<file path="src/rtl/core/rrtt_pkg.sv">
// Shared types, constants and helpers for the round-robin thread table.
`timescale 1ns / 1ps

package rrtt_pkg;

  localparam int SLOTS  = 16;
  localparam int SLOT_W = $clog2(SLOTS);
  localparam int CNT_W  = $clog2(SLOTS + 1);
  localparam int TID_W  = 16;
  localparam int QNT_W  = 16;

  localparam logic [QNT_W-1:0] QUANTUM_RST = 16'd5;
  localparam logic [TID_W-1:0] FIRST_TID   = 16'd1;

  localparam logic [2:0] MODE_TICK   = 3'd0;
  localparam logic [2:0] MODE_YIELD  = 3'd1;
  localparam logic [2:0] MODE_CREATE = 3'd2;
  localparam logic [2:0] MODE_EXIT   = 3'd3;
  localparam logic [2:0] MODE_JOIN   = 3'd4;

  typedef enum logic [1:0] {
    ST_FREE,
    ST_RUNNABLE,
    ST_RUNNING,
    ST_SLEEPING
  } slot_st_e;

  typedef enum logic [2:0] {
    STAT_OK,
    STAT_NO_SLOT,
    STAT_BAD_TID,
    STAT_FINISHED,
    STAT_BLOCKED,
    STAT_NO_RUN,
    STAT_ALL_EXIT
  } status_e;

  typedef enum logic [1:0] {
    PASS_YIELD,
    PASS_CREATE,
    PASS_EXIT,
    PASS_JOIN
  } pass_e;

  typedef enum logic [1:0] {
    SEQ_IDLE,
    SEQ_SCAN,
    SEQ_TIDRD,
    SEQ_DONE
  } seq_e;

  typedef struct packed {
    logic              we;
    logic [SLOT_W-1:0] waddr;
    logic [TID_W-1:0]  wdata;
    logic              re;
    logic [SLOT_W-1:0] raddr;
  } tid_req_t;

  function automatic logic [SLOT_W-1:0] slot_inc(input logic [SLOT_W-1:0] s);
    logic [SLOT_W-1:0] r;
    if (s == SLOT_W'(SLOTS - 1)) begin
      r = '0;
    end else begin
      r = s + SLOT_W'(1);
    end
    return r;
  endfunction

endpackage

</file>
<file path="src/rtl/core/rrtt_tid_ram.sv">
// Thread id store: one write port, one registered read port, unwritten slots read as zero.
`timescale 1ns / 1ps

module rrtt_tid_ram
  import rrtt_pkg::*;
(
  input  logic             clk_i,
  input  logic             rst_ni,
  input  tid_req_t         req_i,
  output logic [TID_W-1:0] rdata_o
);

  logic [TID_W-1:0] tid_mem [SLOTS];
  logic [SLOTS-1:0] valid_q;
  logic [TID_W-1:0] rdata_q;

  always_ff @(posedge clk_i or negedge rst_ni) begin
    if (!rst_ni) begin
      valid_q <= '0;
    end else if (req_i.we) begin
      valid_q[req_i.waddr] <= 1'b1;
    end
  end

  always_ff @(posedge clk_i) begin
    if (req_i.we) begin
      tid_mem[req_i.waddr] <= req_i.wdata;
    end
    if (req_i.re) begin
      rdata_q <= valid_q[req_i.raddr] ? tid_mem[req_i.raddr] : '0;
    end
  end

  assign rdata_o = rdata_q;

endmodule

</file>
<file path="src/rtl/core/rrtt_seq.sv">
// Scheduler sequencer: slot states, slot scan unit, quantum and id counters, result register.
`timescale 1ns / 1ps

module rrtt_seq
  import rrtt_pkg::*;
(
  input  logic             clk_i,
  input  logic             rst_ni,
  input  logic             start,
  output logic             busy,
  input  logic [2:0]       mode_i,
  input  logic [TID_W-1:0] target_tid_i,
  input  logic             quantum_ticks_we_i,
  input  logic [QNT_W-1:0] quantum_ticks_i,
  output tid_req_t         tid_req_o,
  input  logic [TID_W-1:0] tid_rdata_i,
  output logic             done_o,
  output logic [2:0]       status_o,
  output logic [TID_W-1:0] new_tid_o,
  output logic [3:0]       running_slot_o,
  output logic [TID_W-1:0] running_tid_o,
  output logic             switched_o,
  output logic             first_run_o
);

  seq_e              seq_q, seq_d;
  pass_e             pass_q, pass_d;
  slot_st_e          slot_state_q [SLOTS];
  slot_st_e          slot_state_d [SLOTS];
  logic [SLOTS-1:0]  started_q, started_d;
  logic [SLOT_W-1:0] cur_q, cur_d;
  logic [SLOT_W-1:0] iss_q, iss_d;
  logic [SLOT_W-1:0] ev_idx_q, ev_idx_d;
  logic              ev_valid_q, ev_valid_d;
  logic [CNT_W-1:0]  cnt_q, cnt_d;
  logic [TID_W-1:0]  next_id_q, next_id_d;
  logic [QNT_W-1:0]  qleft_q, qleft_d;
  logic [QNT_W-1:0]  qticks_q;
  logic              done_q, done_d;

  logic [TID_W-1:0]  target_q, target_d;
  logic              join_q, join_d;
  logic              was_run_q, was_run_d;
  logic              any_q, any_d;
  logic              alive_q, alive_d;
  logic              other_q, other_d;
  status_e           status_q, status_d;
  logic [TID_W-1:0]  created_q, created_d;
  logic              sw_q, sw_d;
  logic              first_q, first_d;

  status_e           out_status_q, out_status_d;
  logic [TID_W-1:0]  out_new_tid_q, out_new_tid_d;
  logic [SLOT_W-1:0] out_slot_q, out_slot_d;
  logic [TID_W-1:0]  out_rtid_q, out_rtid_d;
  logic              out_sw_q, out_sw_d;
  logic              out_first_q, out_first_d;

  slot_st_e          cur_st;
  slot_st_e          ev_st;
  logic              accept;
  logic              issue;
  logic              scan_end;
  logic              hit;
  logic              go_scan;
  logic              rescan;
  logic              yield_go;
  logic              yield_demote;
  logic              sw_now;
  logic [SLOT_W+3:0] slot_ext;

  assign busy     = (seq_q != SEQ_IDLE);
  assign accept   = start && !busy;
  assign cur_st   = slot_state_q[cur_q];
  assign ev_st    = slot_state_q[ev_idx_q];
  assign issue    = (cnt_q != CNT_W'(SLOTS));
  assign scan_end = !issue && !ev_valid_q;
  assign hit      = ev_valid_q &&
                    (((pass_q == PASS_YIELD) && (ev_st == ST_RUNNABLE)) ||
                     ((pass_q == PASS_CREATE) && (ev_st == ST_FREE)));
  assign sw_now   = !((ev_idx_q == cur_q) && was_run_q);

  always_comb begin
    go_scan = 1'b0;
    unique case (mode_i)
      MODE_TICK:   go_scan = (qleft_q <= QNT_W'(1));
      MODE_YIELD:  go_scan = 1'b1;
      MODE_CREATE: go_scan = (next_id_q != '0);
      MODE_EXIT:   go_scan = 1'b1;
      MODE_JOIN:   go_scan = !((next_id_q != '0) && (target_tid_i >= next_id_q));
      default:     go_scan = 1'b0;
    endcase
  end

  assign rescan = ((pass_q == PASS_EXIT) && any_q) ||
                  ((pass_q == PASS_JOIN) && alive_q && other_q);

  always_comb begin
    seq_d = seq_q;
    unique case (seq_q)
      SEQ_IDLE: begin
        if (accept) begin
          seq_d = go_scan ? SEQ_SCAN : SEQ_TIDRD;
        end
      end
      SEQ_SCAN: begin
        if (hit) begin
          seq_d = SEQ_TIDRD;
        end else if (scan_end && !rescan) begin
          seq_d = SEQ_TIDRD;
        end
      end
      SEQ_TIDRD: seq_d = SEQ_DONE;
      SEQ_DONE:  seq_d = SEQ_IDLE;
      default:   seq_d = SEQ_IDLE;
    endcase
  end

  always_comb begin
    pass_d        = pass_q;
    slot_state_d  = slot_state_q;
    started_d     = started_q;
    cur_d         = cur_q;
    iss_d         = iss_q;
    ev_idx_d      = ev_idx_q;
    ev_valid_d    = ev_valid_q;
    cnt_d         = cnt_q;
    next_id_d     = next_id_q;
    qleft_d       = qleft_q;
    done_d        = 1'b0;
    target_d      = target_q;
    join_d        = join_q;
    was_run_d     = was_run_q;
    any_d         = any_q;
    alive_d       = alive_q;
    other_d       = other_q;
    status_d      = status_q;
    created_d     = created_q;
    sw_d          = sw_q;
    first_d       = first_q;
    out_status_d  = out_status_q;
    out_new_tid_d = out_new_tid_q;
    out_slot_d    = out_slot_q;
    out_rtid_d    = out_rtid_q;
    out_sw_d      = out_sw_q;
    out_first_d   = out_first_q;
    tid_req_o     = '0;
    yield_go      = 1'b0;
    yield_demote  = 1'b0;

    unique case (seq_q)
      SEQ_IDLE: begin
        if (accept) begin
          target_d   = target_tid_i;
          join_d     = 1'b0;
          was_run_d  = (cur_st == ST_RUNNING);
          any_d      = 1'b0;
          alive_d    = 1'b0;
          other_d    = 1'b0;
          status_d   = STAT_OK;
          created_d  = '0;
          sw_d       = 1'b0;
          first_d    = 1'b0;
          iss_d      = '0;
          cnt_d      = '0;
          ev_valid_d = 1'b0;
          unique case (mode_i)
            MODE_TICK: begin
              if (qleft_q <= QNT_W'(1)) begin
                yield_go     = 1'b1;
                yield_demote = 1'b1;
              end else begin
                qleft_d = qleft_q - QNT_W'(1);
              end
            end
            MODE_YIELD: begin
              yield_go     = 1'b1;
              yield_demote = 1'b1;
            end
            MODE_CREATE: begin
              qleft_d = qticks_q;
              pass_d  = PASS_CREATE;
              if (next_id_q == '0) begin
                status_d = STAT_NO_SLOT;
              end
            end
            MODE_EXIT: begin
              qleft_d             = qticks_q;
              slot_state_d[cur_q] = ST_FREE;
              pass_d              = PASS_EXIT;
            end
            MODE_JOIN: begin
              pass_d = PASS_JOIN;
              if ((next_id_q != '0) && (target_tid_i >= next_id_q)) begin
                status_d = STAT_BAD_TID;
              end
            end
            default: begin
              status_d = STAT_OK;
            end
          endcase
        end
      end

      SEQ_SCAN: begin
        if (issue) begin
          tid_req_o.re    = 1'b1;
          tid_req_o.raddr = iss_q;
          ev_valid_d      = 1'b1;
          ev_idx_d        = iss_q;
          iss_d           = slot_inc(iss_q);
          cnt_d           = cnt_q + CNT_W'(1);
        end else begin
          ev_valid_d = 1'b0;
        end

        if (ev_valid_q) begin
          unique case (pass_q)
            PASS_YIELD: begin
              if (ev_st == ST_RUNNABLE) begin
                slot_state_d[ev_idx_q] = ST_RUNNING;
                cur_d                  = ev_idx_q;
                sw_d                   = sw_now;
                first_d                = sw_now && !started_q[ev_idx_q];
                started_d[ev_idx_q]    = 1'b1;
                status_d               = join_q ? STAT_BLOCKED : STAT_OK;
              end
            end
            PASS_CREATE: begin
              if (ev_st == ST_FREE) begin
                slot_state_d[ev_idx_q] = ST_RUNNABLE;
                tid_req_o.we           = 1'b1;
                tid_req_o.waddr        = ev_idx_q;
                tid_req_o.wdata        = next_id_q;
                started_d[ev_idx_q]    = 1'b0;
                created_d              = next_id_q;
                next_id_d              = next_id_q + TID_W'(1);
                status_d               = STAT_OK;
              end
            end
            PASS_EXIT: begin
              if (ev_st == ST_SLEEPING) begin
                slot_state_d[ev_idx_q] = ST_RUNNABLE;
              end
              any_d = any_q || (ev_st != ST_FREE);
            end
            PASS_JOIN: begin
              alive_d = alive_q || ((ev_st != ST_FREE) && (tid_rdata_i == target_q));
              other_d = other_q || ((ev_idx_q != cur_q) && (ev_st == ST_RUNNABLE));
            end
            default: begin
              any_d = any_q;
            end
          endcase
        end

        if (scan_end) begin
          unique case (pass_q)
            PASS_YIELD:  status_d = STAT_NO_RUN;
            PASS_CREATE: status_d = STAT_NO_SLOT;
            PASS_EXIT: begin
              if (any_q) begin
                was_run_d = 1'b0;
                yield_go  = 1'b1;
              end else begin
                status_d = STAT_ALL_EXIT;
              end
            end
            PASS_JOIN: begin
              if (!alive_q) begin
                qleft_d  = qticks_q;
                status_d = STAT_FINISHED;
              end else if (!other_q) begin
                qleft_d  = qticks_q;
                status_d = STAT_NO_RUN;
              end else begin
                slot_state_d[cur_q] = ST_SLEEPING;
                join_d              = 1'b1;
                was_run_d           = 1'b0;
                yield_go            = 1'b1;
              end
            end
            default: status_d = status_q;
          endcase
        end
      end

      SEQ_TIDRD: begin
        tid_req_o.re    = 1'b1;
        tid_req_o.raddr = cur_q;
      end

      SEQ_DONE: begin
        done_d        = 1'b1;
        out_status_d  = status_q;
        out_new_tid_d = created_q;
        out_slot_d    = cur_q;
        out_rtid_d    = (cur_st == ST_RUNNING) ? tid_rdata_i : '0;
        out_sw_d      = sw_q;
        out_first_d   = first_q;
      end

      default: begin
        done_d = 1'b0;
      end
    endcase

    if (yield_go) begin
      qleft_d    = qticks_q;
      pass_d     = PASS_YIELD;
      iss_d      = slot_inc(cur_q);
      cnt_d      = '0;
      ev_valid_d = 1'b0;
      if (yield_demote && (cur_st == ST_RUNNING)) begin
        slot_state_d[cur_q] = ST_RUNNABLE;
      end
    end
  end

  always_ff @(posedge clk_i or negedge rst_ni) begin
    if (!rst_ni) begin
      seq_q      <= SEQ_IDLE;
      pass_q     <= PASS_YIELD;
      for (int i = 0; i < SLOTS; i++) begin
        slot_state_q[i] <= (i == 0) ? ST_RUNNING : ST_FREE;
      end
      started_q  <= SLOTS'(1);
      cur_q      <= '0;
      iss_q      <= '0;
      ev_idx_q   <= '0;
      ev_valid_q <= 1'b0;
      cnt_q      <= '0;
      next_id_q  <= FIRST_TID;
      qleft_q    <= QUANTUM_RST;
      qticks_q   <= QUANTUM_RST;
      done_q     <= 1'b0;
    end else begin
      seq_q        <= seq_d;
      pass_q       <= pass_d;
      slot_state_q <= slot_state_d;
      started_q    <= started_d;
      cur_q        <= cur_d;
      iss_q        <= iss_d;
      ev_idx_q     <= ev_idx_d;
      ev_valid_q   <= ev_valid_d;
      cnt_q        <= cnt_d;
      next_id_q    <= next_id_d;
      qleft_q      <= qleft_d;
      done_q       <= done_d;
      if (quantum_ticks_we_i) begin
        qticks_q <= quantum_ticks_i;
      end
    end
  end

  always_ff @(posedge clk_i) begin
    target_q      <= target_d;
    join_q        <= join_d;
    was_run_q     <= was_run_d;
    any_q         <= any_d;
    alive_q       <= alive_d;
    other_q       <= other_d;
    status_q      <= status_d;
    created_q     <= created_d;
    sw_q          <= sw_d;
    first_q       <= first_d;
    out_status_q  <= out_status_d;
    out_new_tid_q <= out_new_tid_d;
    out_slot_q    <= out_slot_d;
    out_rtid_q    <= out_rtid_d;
    out_sw_q      <= out_sw_d;
    out_first_q   <= out_first_d;
  end

  assign slot_ext       = {4'b0000, out_slot_q};
  assign done_o         = done_q;
  assign status_o       = out_status_q;
  assign new_tid_o      = out_new_tid_q;
  assign running_slot_o = slot_ext[3:0];
  assign running_tid_o  = out_rtid_q;
  assign switched_o     = out_sw_q;
  assign first_run_o    = out_first_q;

endmodule

</file>
<file path="src/rtl/core/round_robin_thread_table.sv">
// Top level of the round-robin thread table: sequencer plus thread id store.
//
//   channel   signals                                   handshake
//   request   mode_i, target_tid_i                      taken when start && !busy
//   result    status_o, new_tid_o, running_slot_o,      one cycle, marked by done_o
//             running_tid_o, switched_o, first_run_o
//   config    quantum_ticks_i                           written when quantum_ticks_we_i
//
// A request that needs no slot scan (a tick that leaves quantum, a rejected join,
// a create with ids exhausted, an unused mode) goes from idle to the id read and the
// done state. A slot scan steps one slot per cycle through the id store read port;
// yield and create need one scan, exit and join up to two. busy stays high until
// the result cycle. Reset is asynchronous and needs no clearing pass. Results
// cannot be stalled.
`timescale 1ns / 1ps

module round_robin_thread_table
  import rrtt_pkg::*;
(
  input  logic             clk_i,
  input  logic             rst_ni,
  input  logic             start,
  output logic             busy,
  input  logic [2:0]       mode_i,
  input  logic [TID_W-1:0] target_tid_i,
  input  logic             quantum_ticks_we_i,
  input  logic [QNT_W-1:0] quantum_ticks_i,
  output logic             done_o,
  output logic [2:0]       status_o,
  output logic [TID_W-1:0] new_tid_o,
  output logic [3:0]       running_slot_o,
  output logic [TID_W-1:0] running_tid_o,
  output logic             switched_o,
  output logic             first_run_o
);

  tid_req_t         tid_req;
  logic [TID_W-1:0] tid_rdata;

  rrtt_seq u_seq (
    .clk_i              (clk_i),
    .rst_ni             (rst_ni),
    .start              (start),
    .busy               (busy),
    .mode_i             (mode_i),
    .target_tid_i       (target_tid_i),
    .quantum_ticks_we_i (quantum_ticks_we_i),
    .quantum_ticks_i    (quantum_ticks_i),
    .tid_req_o          (tid_req),
    .tid_rdata_i        (tid_rdata),
    .done_o             (done_o),
    .status_o           (status_o),
    .new_tid_o          (new_tid_o),
    .running_slot_o     (running_slot_o),
    .running_tid_o      (running_tid_o),
    .switched_o         (switched_o),
    .first_run_o        (first_run_o)
  );

  rrtt_tid_ram u_tid_ram (
    .clk_i   (clk_i),
    .rst_ni  (rst_ni),
    .req_i   (tid_req),
    .rdata_o (tid_rdata)
  );

`ifndef SYNTHESIS
  a_done_not_busy : assert property (@(posedge clk_i) disable iff (!rst_ni)
    done_o |-> !busy)
    else $error("result strobe while busy");

  a_done_follows_busy : assert property (@(posedge clk_i) disable iff (!rst_ni)
    done_o |-> $past(busy))
    else $error("result without a request in flight");

  a_first_needs_switch : assert property (@(posedge clk_i) disable iff (!rst_ni)
    (done_o && first_run_o) |-> switched_o)
    else $error("first run flagged without a switch");

  a_switch_status : assert property (@(posedge clk_i) disable iff (!rst_ni)
    (done_o && switched_o) |->
      ((status_o == STAT_OK) || (status_o == STAT_BLOCKED)))
    else $error("switch reported with a failing status");
`endif

endmodule

</file>
<file path="config.mk">
export PLATFORM = sky130hd
export DESIGN_NAME = round_robin_thread_table
export DESIGN_NICKNAME = d
export VERILOG_FILES = /design/src/rtl/core/rrtt_pkg.sv /design/src/rtl/core/rrtt_tid_ram.sv /design/src/rtl/core/rrtt_seq.sv /design/src/rtl/core/round_robin_thread_table.sv
export SDC_FILE = /design/constraint.sdc
export NUM_CORES = 1
export LEC_CHECK = 0
export BUFFER_PORTS_ARGS = -buffer_cell sky130_fd_sc_hd__buf_2
export CAP_MARGIN = 0
export CORE_UTILIZATION = 30
export CTS_BUF_LIST = sky130_fd_sc_hd__clkbuf_4
export DETAILED_ROUTE_END_ITERATION = 10
export PLACE_DENSITY = 0.52
export SETUP_SLACK_MARGIN = 0.1
export SYNTH_ARGS = -nofsm -noshare
export SYNTH_HDL_FRONTEND = slang
export SYNTH_SLANG_ARGS = --single-unit
</file>
<file path="constraint.sdc">
create_clock -name clk_i -period 3.4 [get_ports clk_i]
set_input_delay 1.02 -clock clk_i [delete_from_list [all_inputs] [get_ports clk_i]]
set_output_delay 1.02 -clock clk_i [all_outputs]
set_load 0.02 [all_outputs]
</file>
# Word level (Yosys, flattened, before mapping)
# Memories as Yosys holds them, arrays and structs flattened. A register that Yosys moved wholly into a read port is not among the register bits.
# Index checks and enable logic that the tools add are counted.
[totals] mem_count=1 register_bits=218 mem_bits_rw=256 out_inout_bits=43 elab_cells=326 inputBits=39
[classes] reduce_logical=65 magnitude_cmp=11 mux=137 bitwise_logic=18 eq_ne=44 n_addsub=5
[memory_table] name="u_tid_ram.tid_mem" words=16 width=16 rd=1 rd_clocked_by_memory_dff=1 write_ports=1 line="rrtt_tid_ram.sv:13" rtl="logic [TID_W-1:0] tid_mem [SLOTS];"
[ops] cell="$mux W32" count=13
[ops] cell="$mux W16" count=13
[ops] cell="$pmux W16 S2" count=4
[ops] cell="$pmux W32 S3" count=1
[ops] cell="$mux W21" count=4
[ops] cell="$or A16 B16 Y16" count=5
[ops] cell="$and A16 B16 Y16" count=4
[ops] cell="$not A16 Y16" count=4
[ops] cell="$pmux W32 S2" count=1
[ops] cell="$mux W1" count=39
[ops] cell="$and A32 B32 Y32" count=1
[ops] cell="$not A32 Y32" count=1
[ops] cell="$or A32 B32 Y32" count=1
[ops] cell="$mux W2" count=14
[ops] cell="$mux W3" count=9
[ops] cell="$pmux W1 S2" count=12
[ops] cell="$ne A2 B1 Y1 const B" count=11
[ops] cell="$mux W4" count=5
[ops] cell="$mux W5" count=4
[ops] cell="$pmux W5 S2" count=2
[ops] cell="$logic_and A1 B1 Y1" count=19
[ops] cell="$ne A3 B1 Y1 const B" count=6
[ops] cell="$pmux W3 S2" count=3
[ops] cell="$add A16 B1 Y16 const B" count=1
[ops] cell="49 further kinds" count=103

# Longest topological paths before layout
# Gate-level depths: netlist (run 1).
[logic_depth] ltp_word=20 ltp_mapped=13 ltp_nobuf=10

# Hierarchy
# From an unflattened synthesis (run 1), not the netlist that was laid out.
[unflattened] cells_unflattened=1595 area_unflattened_um2=22137.5
[by_module_without_submodules] module="rrtt_seq" cells_each=1122 seq_area_each_um2=5479.0 area_per_inst_um2=11249.5 instances=1
[by_module_without_submodules] module="rrtt_tid_ram" cells_each=473 seq_area_each_um2=8568.2 area_per_inst_um2=10887.9 instances=1

# Worst setup path before layout (run 1)
# OpenSTA, ideal clock, no wires.
[synth_timing] path_kind="in2reg" start="input start" end="register u_seq.iss_q[0]" slack_ns=0.169 t_required_ns=3.275 stages=6 setup_ns=0.125 n_path_buf=0 arrival_time_ns=3.106 cell_sequence="nand2_1 > clkinv_1 > a21oi_1 > nand2_1 > o21ai_0 > mux2_2"
[synth_between] elab_chain_len=5 word_cells_on_any_way=8 cone_classes="eq/ne: 2; mux: 3; reduce/logical: 3"
[synth_lines] element="start, declared" line="round_robin_thread_table.sv:22" rtl="input logic start,"
[synth_lines] element="$logic_and A1 B1 Y1 *" line="rrtt_seq.sv:73" rtl="assign accept = start && !busy;"
[synth_lines] element="$mux W1" line="rrtt_seq.sv:153" rtl="if (accept) begin"
[synth_lines] element="$pmux W1 S2" line="rrtt_seq.sv:151" rtl="unique case (seq_q)"
[synth_lines] element="$ne A3 B1 Y1 (no source line) / $reduce_bool A3 Y1 (equally long branches)"
[synth_lines] element="$reduce_and A3 Y1 (no source line)"
[synth_lines] element="end signal, assigned" line="rrtt_seq.sv:343" rtl="iss_q <= iss_d;"
[synth_lines] element="end, declared" line="rrtt_seq.sv:32" rtl="logic [SLOT_W-1:0] iss_q, iss_d;"
# Mark *: on every way between the ends. The rest lies on a longest branch, timed or not.
# A chain may end at the register's enable or synchronous reset.

# Final worst setup path (run 1)
[layout_timing] start="register u_seq.ev_idx_q[0]" end="register u_seq.status_q[1], data pin"
[layout_between] elab_chain_len=13 word_cells_on_any_way=16 cone_classes="eq/ne: 1; mux: 13; bitwise: 1; reduce/logical: 1"
[layout_lines] element="start, declared" line="rrtt_seq.sv:33" rtl="logic [SLOT_W-1:0] ev_idx_q, ev_idx_d;"
[layout_lines] element="start signal, assigned" line="rrtt_seq.sv:344" rtl="ev_idx_q <= ev_idx_d;"
[layout_lines] element="$not A4 Y5 (implied by the code) *" line="rrtt_seq.sv:75" rtl="assign ev_st = slot_state_q[ev_idx_q];"
[layout_lines] element="$bmux W2 S4 *" line="rrtt_seq.sv:75"
[layout_lines] element="$mux W2 (implied by the code) * (2 in series)" line="rrtt_seq.sv:75"
[layout_lines] element="$eq A2 B1 Y1 / $logic_not A2 Y1 (equally long branches)" line="rrtt_seq.sv:220, rrtt_seq.sv:230"
[layout_lines] element="$mux W3 (on tied branches)" line="rrtt_seq.sv:220, rrtt_seq.sv:230"
[layout_lines] element="$pmux W3 S2 *" line="rrtt_seq.sv:218" rtl="unique case (pass_q)"
[layout_lines] element="$mux W3 *" line="rrtt_seq.sv:217" rtl="if (ev_valid_q) begin"
[layout_lines] element="$mux W3" line="rrtt_seq.sv:273" rtl="end else if (!other_q) begin"
[layout_lines] element="$mux W3" line="rrtt_seq.sv:270" rtl="if (!alive_q) begin"
[layout_lines] element="$pmux W3 S4" line="rrtt_seq.sv:258" rtl="unique case (pass_q)"
[layout_lines] element="$mux W3 *" line="rrtt_seq.sv:257" rtl="if (scan_end) begin"
[layout_lines] element="$pmux W3 S2 *" line="rrtt_seq.sv:151"
[layout_lines] element="named net u_seq.status_d[1]" line="rrtt_seq.sv:47" rtl="status_e status_q, status_d;"
[layout_lines] element="end signal, assigned" line="rrtt_seq.sv:363" rtl="status_q <= status_d;"
[layout_lines] element="end, declared" line="rrtt_seq.sv:47"
# The timed path passes the listed nets; every way through them passes the cells marked *. The select of a mux whose other input is x is not followed.

==> results of run 1 <==
[path summary, 6_finish.rpt]
check / cells after the start / end / slack, ns / startpoint
setup / recovery: 8 / u_seq.status_q[1] / 0.16 / u_seq.ev_idx_q[0]
hold / removal: 1 / u_seq.qleft_q[11] / 0.16 / rst_ni
setup reg to reg: 8 / u_seq.status_q[1] / 0.16 / u_seq.ev_idx_q[0]
hold reg to reg: 0 / u_seq.new_tid_o[11] / 0.42 / u_seq.created_q[11]
max in group asynchronous: 2 / u_seq.qleft_q[2] / 2.28 / rst_ni
min in group clk_i: 1 / u_seq.target_q[7] / 0.38 / target_tid_i[7]
[per-layer routing]
layer / track usage / vias to the layer above
li1: - / 7583
met1: 0.242 / 8311
met2: 0.286 / 619
met3: 0.0423 / 123
met4: 0.0560 / 2
met5: 0 / -
[flip-flops by register name, indices dropped and copies added (netlist names), 16 cells and up, named ones only]
signal and cells:
u_seq.created_q 16, u_seq.new_tid_o 16, u_seq.next_id_q 16, u_seq.qleft_q 16, u_seq.qticks_q 16, u_seq.running_tid_o 16
u_seq.slot_state_q 32, u_seq.target_q 16, u_tid_ram.rdata_o 16, u_tid_ram.tid_mem 256, u_tid_ram.valid_q 16
[kinds of logic (layout without fill, tap and decap cells)]
family                     after synthesis  in the layout
muxes                                  121            121
adders and majority gates               31             31
buffers and inverters                  182            498
AOI/OAI and AO/OA                      508            508
DFF                                    490            490
and+or+nand+nor                        487            487
xor gates and xnor gates                36             36
other                                    0              1
[cell usage after synthesis, types with 4 or more instances]
master	instances	area, um2
edfxtp_1	355	10700
o21ai_0	145	726
dfrtp_1	128	3200
nor2_1	120	450
nand2_1	103	387
a21oi_1	91	455
clkbuf_1	82	308
mux2i_1	75	751
o211ai_1	73	548
nand3b_1	70	526
inv_1	57	214
a22oi_1	43	323
a31oi_1	41	257
xnor2_1	32	280
ha_1	31	388
mux2_2	29	327
nand3_1	29	145
and2_1	26	163
nor3_1	22	110
buf_2	21	105
nand2b_1	20	125
or2_2	19	119
a211oi_1	15	113
buf_1	15	56.3
mux4_2	14	315
nor4_1	14	87.6
nand4_1	13	81.3
and3_1	11	68.8
nor2b_1	11	68.8
nor3b_1	11	82.6
o2111ai_1	10	87.6
o21a_1	10	75.1
o311ai_0	10	87.6
a21o_1	8	60.1
or3_1	8	50.1
dfstp_2	7	184
o22a_1	7	61.3
o22ai_1	7	43.8
a311oi_1	6	52.6
a32oi_1	4	35.0
xor2_1	4	35.0
[metrics by stage]
step / instance area (um2) / util / setup slack (ns) / hold slack (ns)
after floorplan: 22800 / - / 0.169 / 0.400
after global placement: 25300 / 0.337 / 0.254 / 0.418
after detailed placement: 25300 / 0.337 / 0.209 / 0.407
after CTS: 26900 / 0.360 / 0.202 / 0.110
after global routing: 26900 / 0.360 / 0.0949 / 0.117
final: 26900 / 0.360 / 0.160 / 0.158
[area by class of cell]
class | count | area [um2]
diodes | 1 | 2.50
clock buffers | 191 | 1430
clock inverters | 43 | 221
fillers | 7405 | 47900
inverters | 59 | 221
multi-input cells | 1183 | 8100
flip-flops and latches | 490 | 14000
well taps | 969 | 1210
repair buffers | 205 | 1690
[critical path, delay by kind of cell, from the launching register on]
| kind | cells | cell delay (ns) |
|---|---|---|
| multiplexers | 2 | 0.93 |
| flip-flops | 1 | 0.51 |
| AO/OA/AOI/OAI | 3 | 0.66 |
| AND/OR/NAND/NOR | 2 | 0.72 |
| buffers and inverters | 1 | 0.22 |
[repair_timing]
item                                    in CTS  in global routing
hold buffers                                 0                  0
resized for setup                            0                  7
endpoints found under the setup margin       0                 73
[placed cells by master, fill, tap and decap left out, types with 32 or more instances in the layout]
cell type / count
a22oi_1: 43
mux2i_1: 75
nand3b_1: 70
buf_4: 96
a21oi_1: 90
inv_1: 57
clkbuf_4: 191
dfrtp_1: 128
xnor2_1: 32
o21ai_0: 144
buf_2: 80
edfxtp_1: 355
o211ai_1: 73
a31oi_1: 41
nor2_1: 106
nand2_1: 102
[power by group]
group          internal (W)  switching (W)
clock               0.00267        0.00253
combinational       0.00168        0.00292
sequential          0.00734       0.000685
total                0.0117        0.00613
==> metrics.md, run 1 <==
| Metric | Value |
|---|---|
| Overall Global Routing Usage | 0.180 |
| CTS buffer count | 131 |
| First-pass GRT wire length | about 110 mm |
| Crit path max fanout | 22 |
| Sequential share of the synthesized area | 0.616 |
| Setup bufs post-CTS | 0 |
| Die footprint | 77200 um2 |
| Critical path, cell by cell | buf_12 > mux4_1 > mux2_2 > or2b_1 > o2bb2a_1 > a21oi_1 > or4_1 > o221ai_1 |
| Adder-Cell Fraction of Synth Area | 0.0170 |
| Yosys warns | 0 |
| Maxcap violations | 0 |
| DR DRC count | 0 |
| XOR/XNOR share of the synthesized area | 0.0138 |
| Simple-Gate Fraction of Synth Area | 0.112 |
| Detailed Route WL | 69.3 mm |
| Slowest-stage cell, CP | mux4_1 |
| ANT nets after route | 0 |
| Post-synth EDFFs | 355 |
| Sum Neg Setup Slack | 0 ns |
| # port buffers | 81 |
| CTS tree | built |
| Fmax | around 310 MHz |
| Mapped Area | roughly 23000 um2 |
| Die width | 278 um |
| Worst clock skew | 0.0575 ns |
| Ports | 82 |
| Vias in the first global route | 16900 |
| Net Count, Synth | 1925 |
| Type of the tightest min-delay check | in2async |
| Leak pwr | ~9.9 nW |
| Status | completed |
| Synth Area in Compound Gates | 0.144 |
| RSZ-0062 raised after global routing | true |
| Clock Tree Root | clkbuf_4 |
| Layout Cells excl Fill | around 3100 |
| CTS max path bufs | 3 |
| Clk slew on worst S/H paths | 0.07 ns |
| Worst Tran Pin Value | between 1 and 1.5 ns |
| Overflow after GRT | 0 |
| GPL Wtd Cong | roughly 0.91 |
| Slew Limit Fails | 0 |
| Final Hold Viols | 0 |
| VDD IR max | 342 uV |
| Largest net degree at the start of global routing | 129 |
| Wirelength per Cell | 22.1 um |
| Netlist cell types | 80 |
| CP Launch Type | flip-flop |
| Rel. slew slack | 0.250 |
| Mux contribution to synthesized area | 0.0645 |
| Met2 routed WL | 32.3 mm |
| Core ar. | 74800 um2 |
| FF+latch count, synth | 490 |
| Cell Rows | 100 |
| Post-synth ARST share | 0.276 |
| Via Count | 16600 |
| Setup CP Type | reg2reg |
| Area Growth Syn to Fin | 18.0% |
| CP endpoint kind | flip-flop |
| Placed Instances | a little under 3000 |
| Power density over the cells | between 600 and 700 nW/um2 |
| Initial Utilization | 0.305 |
| CP peak stage delay | approximately 0.60 ns |
| Top sig layer | met5 |
| Placed wire-length estimate | 44.6 mm |
| Met3 wire length | about 4.6 mm |
| Total iterations of the first detailed-routing run | 7 |
| H-tree levels | 4 |
| Final #Nets | 2140 |
| Worst Path Arrival | 3.88 ns |
| Routed metal-1 wire length | 30.9 mm |
| Largest family of logic cells by synthesized area | compound AO/OA/AOI/OAI gates |
| Post-synthesis cell count | between 1500 and 2000 |
| Antenna violations before repair | 2 |
| Syn_area_per_cell | 12.3 um2 |
| Share of layout cells above drive strength 1 | 0.236 |
| Clock latency on the worst-skew pair | 0.86 ns |
| Die Height | roughly 280 um |
| Final setup viols | 0 |
| Fraction of the cycle the final worst path needs | 0.953 |
| Sink Count | 490 |
| DR iter-0 viols | 1311 |
| Vias/cell | between 5 and 6 |
| Period minus WS final | 3.24 ns |
| Data required time at the worst endpoint | just over 4 ns |
| Primary FF master, synth | edfxtp_1 |
| Total power | 0.0178 W |
Power figures use the tool's default switching activity.
==> run 2: changes to the inputs <==
--- a/config.mk
+++ b/config.mk
@@ -14,4 +14,5 @@
 export SETUP_SLACK_MARGIN = 0.1
 export SYNTH_ARGS = -nofsm -noshare
 export SYNTH_HDL_FRONTEND = slang
+export SYNTH_HIERARCHICAL = 1
 export SYNTH_SLANG_ARGS = --single-unit
==> run 2 against run 1 <==
Routed wire length fell by 3.4%. Sequential power fell by 0.5%. Setup slack got worse by 0.12 ns. Maximum frequency fell by 3.6%. Critical path depth rose by 4. Synthesized cell count fell by 14%. Cell count fell by 5.9%. First-iteration DRC count rose by 20%. Clock power rose by 2%. Final area rose by 0.80%. Sequential share of layout area fell by 0.41 points. Flip-flop and latch count did not move. Critical path type unchanged. Critical endpoint is now u_tid_ram/tid_mem[15][1].
==> metrics.md, run 2 <==
| Metric | Value |
|---|---|
| ANT nets after route | 0 (unchanged) |
| Fmax | 298 MHz (was 309 MHz) |
| CTS max path bufs | 3 (unchanged) |
| Vias in the first global route | 15600 (was 16900) |
| Detailed Route WL | 66.9 mm (was 69.3 mm) |
| Final #Nets | 1957 (was 2140) |
| Clock latency on the worst-skew pair | 0.94 ns (was 0.86 ns) |
| Antenna violations before repair | 8 (was 2) |
| Area Growth Syn to Fin | 22.6% (was 18.0%) |
| Core ar. | 73000 um2 (was 74800 um2) |
| Slew Limit Fails | 0 (unchanged) |
| Status | completed (unchanged) |
| Syn_area_per_cell | 13.9 um2 (was 12.3 um2) |
| Gr busiest metal | met2 (unchanged) |
| VDD IR max | 295 uV (was 342 uV) |
| RSZ-0062 raised after global routing | true (unchanged) |
| CP endpoint kind | flip-flop (unchanged) |
| Initial Utilization | 0.303 (was 0.305) |
| CP peak stage delay | 0.54 ns (was 0.60 ns) |
| Final setup viols | 0 (unchanged) |
| Die width | 274 um (was 278 um) |
| Yosys warns | 6 (was 0) |
| Period minus WS final | 3.36 ns (was 3.24 ns) |
| CP Launch Type | flip-flop (unchanged) |
| Total power | 0.0176 W (was 0.0178 W) |
| Die footprint | 74900 um2 (was 77200 um2) |
| Net Count, Synth | 1666 (was 1925) |
| Final Hold Viols | 0 (unchanged) |
| Worst Tran Pin Value | 0.819 ns (was 1.13 ns) |
| Power density over the cells | 647 nW/um2 (was 662 nW/um2) |
| Placed wire-length estimate | 45.5 mm (was 44.6 mm) |
| Overall Global Routing Usage | 0.180 (about the same) |
| Mapped Area | 22100 um2 (was 22800 um2) |
| Placed Instances | 2682 (was 2906) |
| Rel. slew slack | 0.450 (was 0.250) |
| Fillers | 7004 (was 7405) |
| Data required time at the worst endpoint | 4.03 ns (was 4.04 ns) |
| Worst clock skew | 0.0674 ns (was 0.0575 ns) |
| Top-count cell post-synth | edfxtp_1 (unchanged) |
| Share of layout cells above drive strength 1 | 0.316 (was 0.236) |
| Cell area after layout | 27100 um2 (was 26900 um2) |
| Sequential share of the synthesized area | 0.635 (was 0.616) |
| Type of the tightest min-delay check | in2reg (was in2async) |
| First-pass GRT wire length | 99.3 mm (was 105 mm) |
| Via Count | 15300 (was 16600) |
| Max reg flops | 256 (unchanged) |
| Die Height | 274 um (was 278 um) |
| Post-synth top cells | edfxtp_1 (355), nor2_1 (131), dfrtp_1 (128) (was edfxtp_1 (355), o21ai_0 (145), dfrtp_1 (128)) |
| Total iterations of the first detailed-routing run | 6 (was 7) |
| Slowest-stage cell, CP | mux4_2 (was mux4_1) |
| # port buffers | 81 (unchanged) |
| GRT met3 Usage | 0.0502 (was 0.0423) |
| Yosys top cell by area | edfxtp_1 (unchanged) |
| CTS tree | built (unchanged) |
| Critical path, cell by cell | mux4_2 > mux2_4 > a2111o_1 > a21oi_4 > buf_12 > buf_8 > inv_6 > nor2_4 > nand3_4 > buf_6 > nor2_4 > clkbuf_16 (was buf_12 > mux4_1 > mux2_2 > or2b_1 > o2bb2a_1 > a21oi_1 > or4_1 > o221ai_1) |
| Post-synthesis cell count | 1595 (was 1855) |
| Layout Cells excl Fill | 2956 (was 3141) |
| Leak pwr | 9.88 nW (was 9.92 nW) |
| Primary FF master, synth | edfxtp_1 (unchanged) |
| H-tree levels | 4 (unchanged) |
| Fraction of the cycle the final worst path needs | 0.989 (was 0.953) |
| Wirelength per Cell | 22.6 um (was 22.1 um) |
| Worst Path Arrival | 3.99 ns (was 3.88 ns) |
| Crit path max fanout | 8 (was 22) |
| CTS buffer count | 132 (was 131) |
| Met1 GRT Util | 0.236 (was 0.242) |
| Top Registers | u_tid_ram/tid_mem (256), u_seq/slot_state_q (32) (was u_tid_ram.tid_mem (256), u_seq.slot_state_q (32)) |
| Overflow after GRT | 0 (unchanged) |
| Setup CP Type | reg2reg (unchanged) |
| Clock Tree Root | clkbuf_4 (unchanged) |
| Largest net degree at the start of global routing | 49 (was 129) |
| Ports | 82 (unchanged) |
| Post-synth EDFFs | 355 (unchanged) |
| Cell Rows | 99 (was 100) |
| DR iter-0 viols | 1575 (was 1311) |
| Maxcap violations | 0 (unchanged) |
| GPL Wtd Cong | 0.915 (was 0.908) |
| Synth top area share | 0.482 (was 0.467) |
| Vias/cell | 5.18 (was 5.30) |
| Cell repeated most along the worst path | nor2_4 |
| Reg with most FFs | u_tid_ram/tid_mem (was u_tid_ram.tid_mem) |
| Post-synth ARST share | 0.276 (unchanged) |
| Sink Count | 490 (unchanged) |
| Clk slew on worst S/H paths | 0.07 ns (about the same) |
| Netlist cell types | 85 (was 80) |
| DR DRC count | 0 (unchanged) |
| Commonest non-fill, non-tap cell in the layout | edfxtp_1 (unchanged) |
| Met2 Use GR | 0.283 (was 0.286) |
| Most frequent cells in the layout | edfxtp_1 (355), clkbuf_4 (188), dfrtp_1 (127) (was edfxtp_1 (355), clkbuf_4 (191), o21ai_0 (144)) |
| Synth top area cells | edfxtp_1 (48%), dfrtp_1 (14%), mux4_2 (7.8%), nor2_1 (2.2%), o21ai_0 (2.0%) (was edfxtp_1 (47%), dfrtp_1 (14%), mux2i_1 (3.3%), o21ai_0 (3.2%), o211ai_1 (2.4%)) |
| Area of placed instances | 24900 um2 (was 25300 um2) |
| FF+latch count, synth | 490 (unchanged) |
-- run 2: cells by family after synthesis --
group | after synthesis | synth area share
buffers and inverters | 139 | 0.0287
DFF | 490 | 0.635
adders and majority gates | 32 | 0.0181
AOI/OAI and AO/OA | 372 | 0.116
and+or+nand+nor | 415 | 0.0925
xor gates and xnor gates | 37 | 0.0146
muxes | 110 | 0.0960
-- run 2: timing repair --
item,in CTS,in global routing
hold buffers,1,0
endpoints found under the hold margin,35,0
cloned,0,5
resized for setup,2,16
endpoints found under the setup margin,263,244
pin swaps,2,5
buffers inserted,4,19
-- run 2: worst paths after layout --
check	endpoint	cells past startpoint	slack (ns)	start
worst max register to register	u_tid_ram/tid_mem[15][1]	12	0.04	u_seq/ev_idx_q[0]
worst min-delay path	u_seq/target_q[4]	1	0.31	target_tid_i[4]
worst max-delay path	u_tid_ram/tid_mem[15][1]	12	0.04	u_seq/ev_idx_q[0]
worst min register to register	u_seq/new_tid_o[5]	0	0.42	u_seq/created_q[5]
min in group asynchronous	u_seq/slot_state_q[27]	2	0.62	rst_ni
max in group asynchronous	u_seq/cnt_q[4]	3	1.99	rst_ni
-- run 2: per-layer routing --
| layer | part of all wire | vias up |
|---|---|---|
| li1 | - | 6869 |
| met1 | 0.43 | 7705 |
| met2 | 0.47 | 627 |
| met3 | 0.076 | 107 |
| met4 | 0.022 | 12 |
| met5 | 0.0010 | - |
-- run 2: worst max-delay path: cells and delay by family, from the launching register on --
| kind | cells | cell delay [ns] |
|---|---|---|
| multiplexers | 2 | 0.85 |
| flip-flops | 1 | 0.46 |
| AO/OA/AOI/OAI | 2 | 0.62 |
| buffers and inverters | 5 | 0.64 |
| AND/OR/NAND/NOR | 3 | 0.47 |
-- run 2: cell type report --
type,instances,area [um2],area share
tap,959,1200,0.0442
clock inverter,52,303,0.0112
antenna,5,12.5,0.000461
timing repair buffer,243,2290,0.0843
clock buffer,188,1410,0.0520
multi-input combinational,966,7680,0.283
sequential,490,14000,0.518
inverter,53,204,0.00751
-- run 2: report_power, final --
| part | total [W] | internal (W) | switching [W] |
|---|---|---|---|
| logic | 0.00427 | 0.00162 | 0.00264 |
| registers | 0.00798 | 0.00734 | 0.000648 |
| clock network | 0.00532 | 0.00280 | 0.00252 |
| total | 0.0176 | 0.0118 | 0.00581 |
-- run 2: stage by stage --
stage / setup TNS (ns) / worst slack [ns] / hold WS [ns] / utilization
finish: 0 / 0.0389 / 0.307 / 0.372
global route: -0.379 / -0.0316 / 0.199 / 0.372
CTS: 0 / 0.118 / 0.165 / 0.366
detailed placement: -2.42 / -0.0549 / 0.410 / 0.342
global placement: -0.0446 / -0.00351 / 0.417 / 0.342
floorplan: -7.42 / -0.168 / 0.400 / -
